### src/rtl/sprite_frame_sequencer_macros.svh
// ----------------------------------------------------------------------------
// sprite_frame_sequencer_macros.svh
// assertion macros for the sprite frame sequencer rtl
// ----------------------------------------------------------------------------
`ifndef SPRITE_FRAME_SEQUENCER_MACROS_SVH
`define SPRITE_FRAME_SEQUENCER_MACROS_SVH

// same-cycle implication, checked on clk, quiet while rst_n is low
`define SFS_ASSERT_IMP(label, ante, cons) \
  label: assert property (@(posedge clk) disable iff (!rst_n) (ante) |-> (cons)) \
    else $error("sprite frame sequencer check failed");

// next-cycle implication, checked on clk, quiet while rst_n is low
`define SFS_ASSERT_NXT(label, ante, cons) \
  label: assert property (@(posedge clk) disable iff (!rst_n) (ante) |=> (cons)) \
    else $error("sprite frame sequencer check failed");

`endif

### src/rtl/sfs_pkg.sv
// ----------------------------------------------------------------------------
// sfs_pkg
// shared constants, codes and types of the sprite frame sequencer
// ----------------------------------------------------------------------------
`default_nettype none

package sfs_pkg;

  localparam int CHANNELS    = 4;
  localparam int MAX_FRAMES  = 64;
  localparam int ADDRESSABLE = 4;
  localparam int LANES       = (CHANNELS < ADDRESSABLE) ? CHANNELS : ADDRESSABLE;

  localparam int FRAME_W     = $clog2(MAX_FRAMES);
  localparam int LEN_W       = $clog2(MAX_FRAMES + 1);
  localparam int IDX_W       = (LANES > 1) ? $clog2(LANES) : 1;

  localparam int ACT_W       = 3;
  localparam int CH_W        = 2;
  localparam int FCOUNT_W    = 7;
  localparam int FNUM_W      = 6;
  localparam int DUR_W       = 16;
  localparam int MASK_W      = 4;
  localparam int OUT_FRAME_W = 6;

  typedef enum logic [ACT_W-1:0] {
    ACT_TICK      = 3'd0,
    ACT_BIND      = 3'd1,
    ACT_UNBIND    = 3'd2,
    ACT_RESET_ALL = 3'd3,
    ACT_LOAD      = 3'd4
  } action_t;

  // broadcast from the decoder to every lane
  typedef struct packed {
    logic                do_tick;
    logic                do_bind;
    logic                do_unbind;
    logic                do_clear;
    logic                do_load;
    logic [LEN_W-1:0]    seq_len;
    logic                loop_en;
    logic [FRAME_W-1:0]  frame;
    logic [DUR_W-1:0]    dur;
  } lane_cmd_t;

  // what one lane found on the last tick
  typedef struct packed {
    logic                   shown;
    logic                   slot;
    logic [OUT_FRAME_W-1:0] frame;
  } lane_res_t;

  // start of a new transaction for the result merger
  typedef struct packed {
    logic            fire;
    logic            tick;
    logic [CH_W-1:0] battler;
    logic            accepted;
  } merge_req_t;

  function automatic logic chan_ok(input logic [CH_W-1:0] ch);
    return int'(ch) < CHANNELS;
  endfunction

  function automatic logic fcount_ok(input logic [FCOUNT_W-1:0] fcount);
    return (fcount != '0) && (int'(fcount) <= MAX_FRAMES);
  endfunction

  function automatic logic fnum_ok(input logic [FNUM_W-1:0] fnum);
    return int'(fnum) < MAX_FRAMES;
  endfunction

endpackage

`default_nettype wire

### src/rtl/sfs_ram.sv
// ----------------------------------------------------------------------------
// sfs_ram
// generic single-write, single-read ram with registered read data
// ----------------------------------------------------------------------------
`default_nettype none

module sfs_ram #(
  parameter int WIDTH = 16,
  parameter int DEPTH = 64
) (
  input  wire logic                                   clk,
  input  wire logic                                   we,
  input  wire logic [((DEPTH > 1) ? $clog2(DEPTH) : 1)-1:0] waddr,
  input  wire logic [WIDTH-1:0]                       wdata,
  input  wire logic [((DEPTH > 1) ? $clog2(DEPTH) : 1)-1:0] raddr,
  output logic      [WIDTH-1:0]                       rdata
);

  logic [WIDTH-1:0] mem [DEPTH];
  logic [WIDTH-1:0] rdata_r;

  always_ff @(posedge clk) begin
    if (we) begin
      mem[waddr] <= wdata;
    end
    rdata_r <= mem[raddr];
  end

  assign rdata = rdata_r;

endmodule

`default_nettype wire

### src/rtl/sfs_lane.sv
// ----------------------------------------------------------------------------
// sfs_lane
// one animation channel: sequencing state, duration store and tick decision
// ----------------------------------------------------------------------------
`default_nettype none

module sfs_lane (
  input  wire logic               clk,
  input  wire logic               rst_n,
  input  wire sfs_pkg::lane_cmd_t cmd,
  input  wire logic               sel,
  input  wire logic               can_present,
  input  wire logic               stage_ok,
  output sfs_pkg::lane_res_t      res
);

  logic                              bound_r, bound_nxt;
  logic [sfs_pkg::LEN_W-1:0]         len_r, len_nxt;
  logic                              loop_r, loop_nxt;
  logic [sfs_pkg::DUR_W-1:0]         ticks_r, ticks_nxt;
  logic [sfs_pkg::FRAME_W-1:0]       cur_r, cur_nxt;
  logic                              slot_r, slot_nxt;
  logic                              started_r, started_nxt;
  logic                              refresh_r, refresh_nxt;
  logic                              stage_pend_r, stage_pend_nxt;
  sfs_pkg::lane_res_t                res_r, res_nxt;

  logic [sfs_pkg::LEN_W-1:0]         nf;
  logic                              stage_req;
  logic [sfs_pkg::FRAME_W-1:0]       stage_f;
  logic                              stage_s;
  logic                              shown;
  logic [sfs_pkg::FRAME_W-1:0]       rd_addr;
  logic [sfs_pkg::DUR_W-1:0]         rd_data;

  sfs_ram #(
    .WIDTH (sfs_pkg::DUR_W),
    .DEPTH (sfs_pkg::MAX_FRAMES)
  ) u_dur_ram (
    .clk   (clk),
    .we    (cmd.do_load && sel),
    .waddr (cmd.frame),
    .wdata (cmd.dur),
    .raddr (rd_addr),
    .rdata (rd_data)
  );

  always_comb begin
    bound_nxt      = bound_r;
    len_nxt        = len_r;
    loop_nxt       = loop_r;
    ticks_nxt      = ticks_r;
    cur_nxt        = cur_r;
    slot_nxt       = slot_r;
    started_nxt    = started_r;
    refresh_nxt    = refresh_r;
    stage_pend_nxt = 1'b0;
    res_nxt        = res_r;
    rd_addr        = cur_r;
    nf             = sfs_pkg::LEN_W'(cur_r) + sfs_pkg::LEN_W'(1);
    stage_req      = 1'b0;
    stage_f        = '0;
    stage_s        = 1'b0;
    shown          = 1'b0;

    // duration of a frame staged on the previous tick arrives from the ram
    if (stage_pend_r) begin
      ticks_nxt = (rd_data == '0) ? sfs_pkg::DUR_W'(1) : rd_data;
    end

    if (cmd.do_clear || (sel && (cmd.do_unbind || cmd.do_bind))) begin
      bound_nxt   = 1'b0;
      len_nxt     = '0;
      loop_nxt    = 1'b0;
      ticks_nxt   = '0;
      cur_nxt     = '0;
      slot_nxt    = 1'b0;
      started_nxt = 1'b0;
      refresh_nxt = 1'b0;
    end
    if (sel && cmd.do_bind) begin
      bound_nxt = 1'b1;
      len_nxt   = cmd.seq_len;
      loop_nxt  = cmd.loop_en;
    end

    if (cmd.do_tick && bound_r) begin
      if (!can_present) begin
        if (started_r) begin
          refresh_nxt = 1'b1;
        end
      end else if (!started_r) begin
        stage_req = 1'b1;
      end else if (refresh_r) begin
        if ((sfs_pkg::LEN_W'(cur_r) < len_r) && stage_ok) begin
          refresh_nxt = 1'b0;
          shown       = 1'b1;
        end
      end else if (ticks_r > sfs_pkg::DUR_W'(1)) begin
        ticks_nxt = ticks_r - sfs_pkg::DUR_W'(1);
      end else if (nf >= len_r) begin
        // end of sequence: wrap when looping, otherwise hold the last frame
        if (loop_r) begin
          stage_req = 1'b1;
          stage_s   = ~slot_r;
        end else begin
          ticks_nxt = sfs_pkg::DUR_W'(1);
        end
      end else begin
        stage_req = 1'b1;
        stage_f   = sfs_pkg::FRAME_W'(nf);
        stage_s   = ~slot_r;
      end

      if (stage_req && (sfs_pkg::LEN_W'(stage_f) < len_r) && stage_ok) begin
        cur_nxt        = stage_f;
        slot_nxt       = stage_s;
        started_nxt    = 1'b1;
        refresh_nxt    = 1'b0;
        stage_pend_nxt = 1'b1;
        rd_addr        = stage_f;
        shown          = 1'b1;
      end
    end

    if (cmd.do_tick) begin
      if (shown) begin
        res_nxt.shown = 1'b1;
        res_nxt.slot  = slot_nxt;
        res_nxt.frame = sfs_pkg::OUT_FRAME_W'(cur_nxt);
      end else begin
        res_nxt = '0;
      end
    end
  end

  always_ff @(posedge clk) begin
    if (!rst_n) begin
      bound_r      <= 1'b0;
      len_r        <= '0;
      loop_r       <= 1'b0;
      ticks_r      <= '0;
      cur_r        <= '0;
      slot_r       <= 1'b0;
      started_r    <= 1'b0;
      refresh_r    <= 1'b0;
      stage_pend_r <= 1'b0;
    end else begin
      bound_r      <= bound_nxt;
      len_r        <= len_nxt;
      loop_r       <= loop_nxt;
      ticks_r      <= ticks_nxt;
      cur_r        <= cur_nxt;
      slot_r       <= slot_nxt;
      started_r    <= started_nxt;
      refresh_r    <= refresh_nxt;
      stage_pend_r <= stage_pend_nxt;
    end
  end

  always_ff @(posedge clk) begin
    res_r <= res_nxt;
  end

  assign res = res_r;

endmodule

`default_nettype wire

### src/rtl/sfs_merge.sv
// ----------------------------------------------------------------------------
// sfs_merge
// walks the lane results in channel order into the output register, or loads the single result of a non-tick action
// ----------------------------------------------------------------------------
`default_nettype none

module sfs_merge (
  input  wire logic                                 clk,
  input  wire logic                                 rst_n,
  input  wire sfs_pkg::merge_req_t                  req,
  input  wire sfs_pkg::lane_res_t                   lane_res [sfs_pkg::LANES],
  input  wire logic                                 out_stall,
  output logic                                      can_accept,
  output logic                                      out_valid,
  output logic [sfs_pkg::CH_W-1:0]                  out_battler,
  output logic                                      out_shown,
  output logic                                      out_buffer_slot,
  output logic [sfs_pkg::OUT_FRAME_W-1:0]           out_shown_frame,
  output logic                                      out_accepted,
  output logic                                      out_last_result
);

  typedef enum logic {
    S_IDLE,
    S_EMIT
  } state_t;

  localparam logic [sfs_pkg::IDX_W-1:0] LAST_IDX = sfs_pkg::IDX_W'(sfs_pkg::LANES - 1);

  state_t                           state_r;
  logic [sfs_pkg::IDX_W-1:0]        idx_r;
  logic                             tick_mode_r;
  logic [sfs_pkg::CH_W-1:0]         nt_battler_r;
  logic                             nt_acc_r;
  logic                             out_valid_r;
  logic [sfs_pkg::CH_W-1:0]         out_battler_r;
  logic                             out_shown_r;
  logic                             out_slot_r;
  logic [sfs_pkg::OUT_FRAME_W-1:0]  out_frame_r;
  logic                             out_acc_r;
  logic                             out_last_r;

  logic                             out_free;
  logic                             is_last;
  logic                             emit_now;
  sfs_pkg::lane_res_t               sel_res;

  always_comb begin
    out_free   = !out_valid_r || !out_stall;
    is_last    = !tick_mode_r || (idx_r == LAST_IDX);
    emit_now   = (state_r == S_EMIT) && out_free;
    // the next transaction may enter on the cycle the last result is loaded
    can_accept = (state_r == S_IDLE) || (emit_now && is_last);
    sel_res    = lane_res[idx_r];
  end

  always_ff @(posedge clk) begin
    if (!rst_n) begin
      state_r       <= S_IDLE;
      idx_r         <= '0;
      tick_mode_r   <= 1'b0;
      nt_battler_r  <= '0;
      nt_acc_r      <= 1'b0;
      out_valid_r   <= 1'b0;
      out_battler_r <= '0;
      out_shown_r   <= 1'b0;
      out_slot_r    <= 1'b0;
      out_frame_r   <= '0;
      out_acc_r     <= 1'b0;
      out_last_r    <= 1'b0;
    end else begin
      if (emit_now) begin
        out_valid_r <= 1'b1;
        out_last_r  <= is_last;
        if (tick_mode_r) begin
          out_battler_r <= sfs_pkg::CH_W'(idx_r);
          out_shown_r   <= sel_res.shown;
          out_slot_r    <= sel_res.slot;
          out_frame_r   <= sel_res.frame;
          out_acc_r     <= 1'b0;
        end else begin
          out_battler_r <= nt_battler_r;
          out_shown_r   <= 1'b0;
          out_slot_r    <= 1'b0;
          out_frame_r   <= '0;
          out_acc_r     <= nt_acc_r;
        end
        if (is_last) begin
          state_r <= S_IDLE;
        end else begin
          idx_r <= idx_r + sfs_pkg::IDX_W'(1);
        end
      end else if (!out_stall) begin
        out_valid_r <= 1'b0;
      end

      if (req.fire) begin
        state_r      <= S_EMIT;
        idx_r        <= '0;
        tick_mode_r  <= req.tick;
        nt_battler_r <= req.battler;
        nt_acc_r     <= req.accepted;
      end
    end
  end

  assign out_valid       = out_valid_r;
  assign out_battler     = out_battler_r;
  assign out_shown       = out_shown_r;
  assign out_buffer_slot = out_slot_r;
  assign out_shown_frame = out_frame_r;
  assign out_accepted    = out_acc_r;
  assign out_last_result = out_last_r;

endmodule

`default_nettype wire

### src/rtl/sprite_frame_sequencer.sv
// ----------------------------------------------------------------------------
// sprite_frame_sequencer: per-channel animation frame sequencer
// first result: a taken transaction puts the merger in its emit state, and the first
// result is then loaded into the output register once that register is free
// throughput: a tick gives one result per channel, one per cycle through the single output register
//   while out_stall is low; any other action gives a single result
// reset: synchronous rst_n clears channel state and control; duration rams keep contents
`default_nettype none

`include "sprite_frame_sequencer_macros.svh"

module sprite_frame_sequencer (
  input  wire logic                                 clk,
  input  wire logic                                 rst_n,

  input  wire logic                                 in_valid,
  output logic                                      in_stall,
  input  wire logic [sfs_pkg::ACT_W-1:0]            in_action,
  input  wire logic [sfs_pkg::CH_W-1:0]             in_battler,
  input  wire logic [sfs_pkg::FCOUNT_W-1:0]         in_frame_count,
  input  wire logic                                 in_loop_enable,
  input  wire logic [sfs_pkg::FNUM_W-1:0]           in_frame_number,
  input  wire logic [sfs_pkg::DUR_W-1:0]            in_duration,
  input  wire logic [sfs_pkg::MASK_W-1:0]           in_can_present_mask,
  input  wire logic [sfs_pkg::MASK_W-1:0]           in_stage_ok_mask,

  output logic                                      out_valid,
  input  wire logic                                 out_stall,
  output logic [sfs_pkg::CH_W-1:0]                  out_battler,
  output logic                                      out_shown,
  output logic                                      out_buffer_slot,
  output logic [sfs_pkg::OUT_FRAME_W-1:0]           out_shown_frame,
  output logic                                      out_accepted,
  output logic                                      out_last_result
);

  logic                  in_fire;
  logic                  can_accept;
  logic                  commit_r;
  logic                  chan_in_range;
  logic                  blank_fields;
  sfs_pkg::lane_cmd_t    cmd;
  sfs_pkg::merge_req_t   req;
  sfs_pkg::lane_res_t    lane_res [sfs_pkg::LANES];

  // the cycle after a tick the lanes take durations from their rams
  assign in_stall = !can_accept || commit_r;
  assign in_fire  = in_valid && !in_stall;

  always_comb begin
    chan_in_range = sfs_pkg::chan_ok(in_battler);
    cmd           = '0;
    cmd.seq_len   = sfs_pkg::LEN_W'(in_frame_count);
    cmd.loop_en   = in_loop_enable;
    cmd.frame     = sfs_pkg::FRAME_W'(in_frame_number);
    cmd.dur       = in_duration;
    req           = '0;
    req.fire      = in_fire;
    req.battler   = in_battler;

    unique case (in_action)
      sfs_pkg::ACT_TICK: begin
        cmd.do_tick = in_fire;
        req.tick    = 1'b1;
      end
      sfs_pkg::ACT_BIND: begin
        req.accepted = chan_in_range && sfs_pkg::fcount_ok(in_frame_count);
        cmd.do_bind  = in_fire && req.accepted;
      end
      sfs_pkg::ACT_UNBIND: begin
        req.accepted  = chan_in_range;
        cmd.do_unbind = in_fire && req.accepted;
      end
      sfs_pkg::ACT_RESET_ALL: begin
        req.accepted = 1'b1;
        req.battler  = '0;
        cmd.do_clear = in_fire;
      end
      sfs_pkg::ACT_LOAD: begin
        req.accepted = chan_in_range && sfs_pkg::fnum_ok(in_frame_number);
        cmd.do_load  = in_fire && req.accepted;
      end
      default: begin
        req.accepted = 1'b0;
      end
    endcase
  end

  always_ff @(posedge clk) begin
    if (!rst_n) begin
      commit_r <= 1'b0;
    end else begin
      commit_r <= cmd.do_tick;
    end
  end

  for (genvar c = 0; c < sfs_pkg::LANES; c++) begin : g_lane
    sfs_lane u_lane (
      .clk         (clk),
      .rst_n       (rst_n),
      .cmd         (cmd),
      .sel         (in_battler == sfs_pkg::CH_W'(c)),
      .can_present (in_can_present_mask[c]),
      .stage_ok    (in_stage_ok_mask[c]),
      .res         (lane_res[c])
    );
  end

  sfs_merge u_merge (
    .clk             (clk),
    .rst_n           (rst_n),
    .req             (req),
    .lane_res        (lane_res),
    .out_stall       (out_stall),
    .can_accept      (can_accept),
    .out_valid       (out_valid),
    .out_battler     (out_battler),
    .out_shown       (out_shown),
    .out_buffer_slot (out_buffer_slot),
    .out_shown_frame (out_shown_frame),
    .out_accepted    (out_accepted),
    .out_last_result (out_last_result)
  );

  assign blank_fields = !out_buffer_slot && (out_shown_frame == '0);

  `SFS_ASSERT_NXT(a_no_accept_during_commit, in_fire && (in_action == sfs_pkg::ACT_TICK), !in_fire)
  `SFS_ASSERT_IMP(a_hidden_result_zero, out_valid && !out_shown, blank_fields)
  `SFS_ASSERT_IMP(a_shown_only_on_tick, out_valid && out_shown, !out_accepted)

endmodule

`default_nettype wire
### config.mk
export PLATFORM = sky130hd
export DESIGN_NAME = sprite_frame_sequencer
export DESIGN_NICKNAME = d
export VERILOG_FILES = /design/src/rtl/sfs_pkg.sv /design/src/rtl/sfs_ram.sv /design/src/rtl/sfs_lane.sv /design/src/rtl/sfs_merge.sv /design/src/rtl/sprite_frame_sequencer.sv
export VERILOG_INCLUDE_DIRS = /design/src /design/src/rtl
export SDC_FILE = /design/constraint.sdc
export NUM_CORES = 2
export LEC_CHECK = 0
export BUFFER_PORTS_ARGS = -buffer_cell sky130_fd_sc_hd__buf_2
export CAP_MARGIN = 20
export CORE_ASPECT_RATIO = 0.8
export CORE_MARGIN = 2
export CORE_UTILIZATION = 40
export DETAILED_ROUTE_END_ITERATION = 8
export SYNTH_ARGS = -nofsm -noshare
export SYNTH_HDL_FRONTEND = slang
export SYNTH_HIERARCHICAL = 1
export SYNTH_SLANG_ARGS = --single-unit
export TNS_END_PERCENT = 30
### constraint.sdc
create_clock -name clk -period 10.3 [get_ports clk]
set_input_delay 2.06 -clock clk [delete_from_list [all_inputs] [get_ports clk]]
set_output_delay 2.06 -clock clk [all_outputs]
set_load 0.005 [all_outputs]
==> PnR_summary.wiki <==
{| class="wikitable"
! Metric !! Value
|-
| GRT Residual Overflow || 0
|-
| Root Driver || sky130_fd_sc_hd__clkbuf_16
|-
| Number of stages on the worst hold path || 2
|-
| Number of pins exceeding their max-slew limit in the final report || 0
|-
| Syn_area_per_cell || 19.8 sq um
|-
| Vias || 88.8k
|-
| DRT Pass-1 Iters || 6
|-
| Crit path largest cell delay || 1.03 ns
|-
| CTS tree || yes
|-
| Final setup TNS || 0 ns
|-
| Skew final || 0.0676 ns
|-
| Largest area contributor in the netlist || sky130_fd_sc_hd__edfxtp_1
|-
| Antenna-violating nets left || 0
|-
| Worst min path class || flip-flop to flip-flop
|-
| End of the worst hold path || u_merge/out_accepted
|-
| Outcome || finished clean
|-
| Final Hold Viols || 0
|-
| Final count of negative-setup-slack endpoints || 0
|-
| Worst setup SP type || flip-flop
|-
| Non-Filler Cell Area, Final || 194000 sq um
|-
| Die outline height || 591 um
|-
| Die footprint || 437000 sq um
|-
| Final estimated routing congestion in global placement || 0.870
|-
| Number of setup buffers added after CTS || 0
|-
| Reg-to-Reg End || g_lane[0].u_lane/u_dur_ram/rdata[1]
|-
| Depth of the worst register-to-register path || 21
|-
| Number of violations reported at the end of detailed-routing iteration 0 || 12.2k
|-
| Data required, critical path || 11.07 ns
|-
| Library cell appearing most often on the critical path || sky130_fd_sc_hd__ha_1
|-
| Detailed-route wire length per cell || 29.4 um
|-
| Gate power share || 1.3%
|-
| Synth Flop Type || sky130_fd_sc_hd__edfxtp_1
|-
| Flop pwr share || 55.5%
|-
| FF-to-FF Start || g_lane[0].u_lane/cur_r[1]
|-
| Largest cells by area after synthesis || sky130_fd_sc_hd__edfxtp_1 72%, sky130_fd_sc_hd__mux4_2 12%, sky130_fd_sc_hd__dfxtp_1 2.6%
|-
| Clk sinks || 4353
|-
| Synthesized flop and latch total || 4353
|-
| Power per cell area || 180 nW/um^2
|-
| Worst Tran Pin Value || 1.24 ns
|-
| Detailed Route WL || 447000 um
|-
| Unrepaired setup endpoints after global routing || no
|-
| Core area || 429000 sq um
|-
| GRT Resource Usage Total || 20.0%
|-
| Total of warnings raised by yosys || 6
|-
| First-pass GRT wire length || 641000 um
|-
| PnR Total Power || 34.9 mW
|-
| Sequential-to-total area share from yosys stat || 74.5%
|-
| Highest fanout seen on the critical path || 61
|-
| Standard cell area after detailed placement || 181000 sq um
|-
| Synthesized net count || 8841
|-
| Post-cts repair resize count || 0
|-
| Cell variety after synth || 94
|-
| Rel. slew slack || 17.2%
|-
| Critical Setup Path Class || flip-flop to flip-flop
|-
| Async S/R FF share, synth || 0%
|-
| Capturing element type of the critical path || flip-flop
|-
| Cts hold-fix bufs || 0
|-
| Pin count of the biggest net entering global routing || 153
|-
| Via count of the first global-routing pass || 86.7k
|-
| Clock buffers created by TritonCTS || 414
|-
| Maximum count of clock buffers along a single path || 4
|-
| Upper clock frequency limit || 0.116 GHz
|-
| DPL Wire Length || 268000 um
|-
| Arrival time at the worst endpoint || 9.40 ns
|-
| Number of antenna violations at the first check in global routing || 43
|-
| Area growth from synthesis to layout || 12.5%
|-
| Count of buffers inserted at the top-level ports || 60
|-
| Layout cells sized above 1 || 22.9%
|-
| Horizontal die dimension || 738 um
|-
| Fraction of power spent switching nets || 20.1%
|-
| Static power due to leakage || 58.6 nW
|-
| Maximum ir drop on the vdd rail || 0.000140 V
|-
| Row Count || 215
|-
| Total net switching power || 7.01 mW
|-
| Number of standard cells after synthesis || 8709
|-
| Period minus WS final || 8.63 ns
|-
| Worst-case register-to-register setup slack || 1.67 ns
|-
| Most common cell after layout, fill and taps aside || sky130_fd_sc_hd__edfxtp_1
|-
| Latest clock arrival within the worst-skew pair || 0.97 ns
|-
| Final net count || 9225
|-
| DR DRC count || 0
|-
| Clk pwr share || 43.2%
|-
| Cell breakdown of the critical path || ha_1 > nand3_1 > xnor2_1 > ha_1 > a21o_1 > a221o_1 > a41o_1 > or3_1 > nor2b_1 > ha_1 > a211oi_1 > o311ai_0 > nor2_1 > o2111ai_1 > nor2_2 > o21bai_4 > buf_12 > nor2b_1 > a221oi_1 > a221oi_1 > a311oi_1
|-
| Number of levels in the clock H-tree || 5
|-
| Num ports || 61
|-
| Clock transition at the registers of the reported paths || 0.06 ns
|-
| Count of max-cap constraint violations || 0
|-
| Post-route clock period utilization || 83.8%
|-
| Area of the mapped netlist || 173000 sq um
|-
| Via/cell ratio || 5.85
|-
| Initial standard-cell utilization of the core || 40.2%
|-
| Share of the synthesized area in the top cell type || 71.8%
|-
| Design internal power || 27.9 mW
|-
| Commonest cells after routing, fill and taps aside || 4128 x sky130_fd_sc_hd__edfxtp_1, 884 x sky130_fd_sc_hd__mux4_2, 424 x sky130_fd_sc_hd__clkbuf_16, 394 x sky130_fd_sc_hd__mux2i_1, 342 x sky130_fd_sc_hd__nor2_1
|-
| Launch point of the worst hold path || u_merge/out_accepted
|-
| Library cell contributing the largest single delay on the critical path || sky130_fd_sc_hd__a221oi_1
|-
| Number of enable-type register cells in the synthesized netlist || 4128
|}
==> synthesized netlist by cell type (69+ instances only) <==
cell type,n
sky130_fd_sc_hd__a21oi_1,98
sky130_fd_sc_hd__a221oi_1,69
sky130_fd_sc_hd__a22oi_1,243
sky130_fd_sc_hd__buf_2,143
sky130_fd_sc_hd__clkbuf_1,158
sky130_fd_sc_hd__dfxtp_1,225
sky130_fd_sc_hd__edfxtp_1,4128
sky130_fd_sc_hd__ha_1,85
sky130_fd_sc_hd__inv_1,72
sky130_fd_sc_hd__mux2_2,95
sky130_fd_sc_hd__mux2i_1,394
sky130_fd_sc_hd__mux4_2,884
sky130_fd_sc_hd__nand2_1,295
sky130_fd_sc_hd__nand3_1,157
sky130_fd_sc_hd__nor2_1,402
sky130_fd_sc_hd__nor2b_1,153
==> state kept, by name, summed over array words and instances (netlist names), 2 cells and up <==
name	flops
g_lane.u_lane/slot_r	4
g_lane.u_lane/bound_r	4
u_merge/out_shown_frame	6
g_lane.u_lane/len_r	28
g_lane.u_lane/stage_pend_r	4
g_lane.u_lane/loop_r	4
g_lane.u_lane/ticks_r	64
u_merge/out_battler	2
g_lane.u_lane/cur_r	24
g_lane.u_lane/started_r	4
u_merge/idx_r	2
u_merge/nt_battler_r	2
g_lane.u_lane/u_dur_ram/mem	4096
g_lane.u_lane/res	32
g_lane.u_lane/refresh_r	4
g_lane.u_lane/u_dur_ram/rdata	64
==> kinds of logic after synthesis <==
group                      share of synthesized area (%)
and+or+nand+nor                                     4.14
DFF                                                 74.5
adders and majority gates                          0.616
muxes                                               14.7
buffers and inverters                               1.97
xor gates and xnor gates                           0.325
AOI/OAI and AO/OA                                   3.76
==> power by group through the flow <==
stage	registers [mW]	logic [mW]	clock network (mW)
after floorplan	19.7	0.0610	0
after global placement	19.7	0.442	0
after detailed placement	19.7	0.469	0
after CTS	19.4	0.468	15.3
after global routing	19.3	0.492	16.0
final	19.4	0.465	15.1
==> worst max path at each step <==
stage	slack [ns]	endpoint	from
finish	1.67	g_lane[0].u_lane/u_dur_ram/rdata[1]	g_lane[0].u_lane/cur_r[1]
global route	1.06	g_lane[0].u_lane/u_dur_ram/rdata[4]	g_lane[0].u_lane/cur_r[1]
CTS	1.68	g_lane[0].u_lane/u_dur_ram/rdata[1]	g_lane[0].u_lane/cur_r[1]
detailed placement	1.71	g_lane[0].u_lane/u_dur_ram/rdata[1]	out_stall
global placement	1.81	g_lane[0].u_lane/u_dur_ram/rdata[1]	out_stall
floorplan	0.52	g_lane[0].u_lane/u_dur_ram/rdata[9]	out_stall
==> stage by stage <==
stage	setup WS [ns]	hold WS [ns]	cells	util [%]
floorplan	0.523	0.457	8709	-
global placement	1.81	0.463	14408	42.1
detailed placement	1.71	0.465	14411	42.1
CTS	1.68	0.473	15163	45.2
global route	1.06	0.508	15180	45.2
finish	1.67	0.474	15187	45.2
==> critical path: cells and delay by family (launching register included) <==
kind                     cells  cell delay, ns
flip-flops                   1            0.49
buffers and inverters        1            0.46
AND/OR/NAND/NOR              6            2.10
adder cells (fa/ha/maj)      3            0.76
XOR/XNOR                     1            0.32
AO/OA/AOI/OAI               10            4.17
==> metal layers <==
layer	global-route usage, %	wire length [um]	up-vias
met5	0	125	-
met4	3.97	9210	16
met3	3.46	41000	629
met2	30.8	204000	4232
met1	30.1	193000	47156
li1	-	-	36790
==> cell type report <==
cell class / instances / area, sq um
Timing Repair Buffer: 440 / 3820
Clock buffer: 538 / 11200
Clock inverter: 214 / 2030
Antenna cell: 8 / 20.0
Sequential cell: 4353 / 128000
Multi-Input combinational cell: 3809 / 41100
Tap cell: 5750 / 7190
Inverter: 75 / 282
Fill cell: 35916 / 235000
No activity file was read; power rests on OpenSTA's default activity.
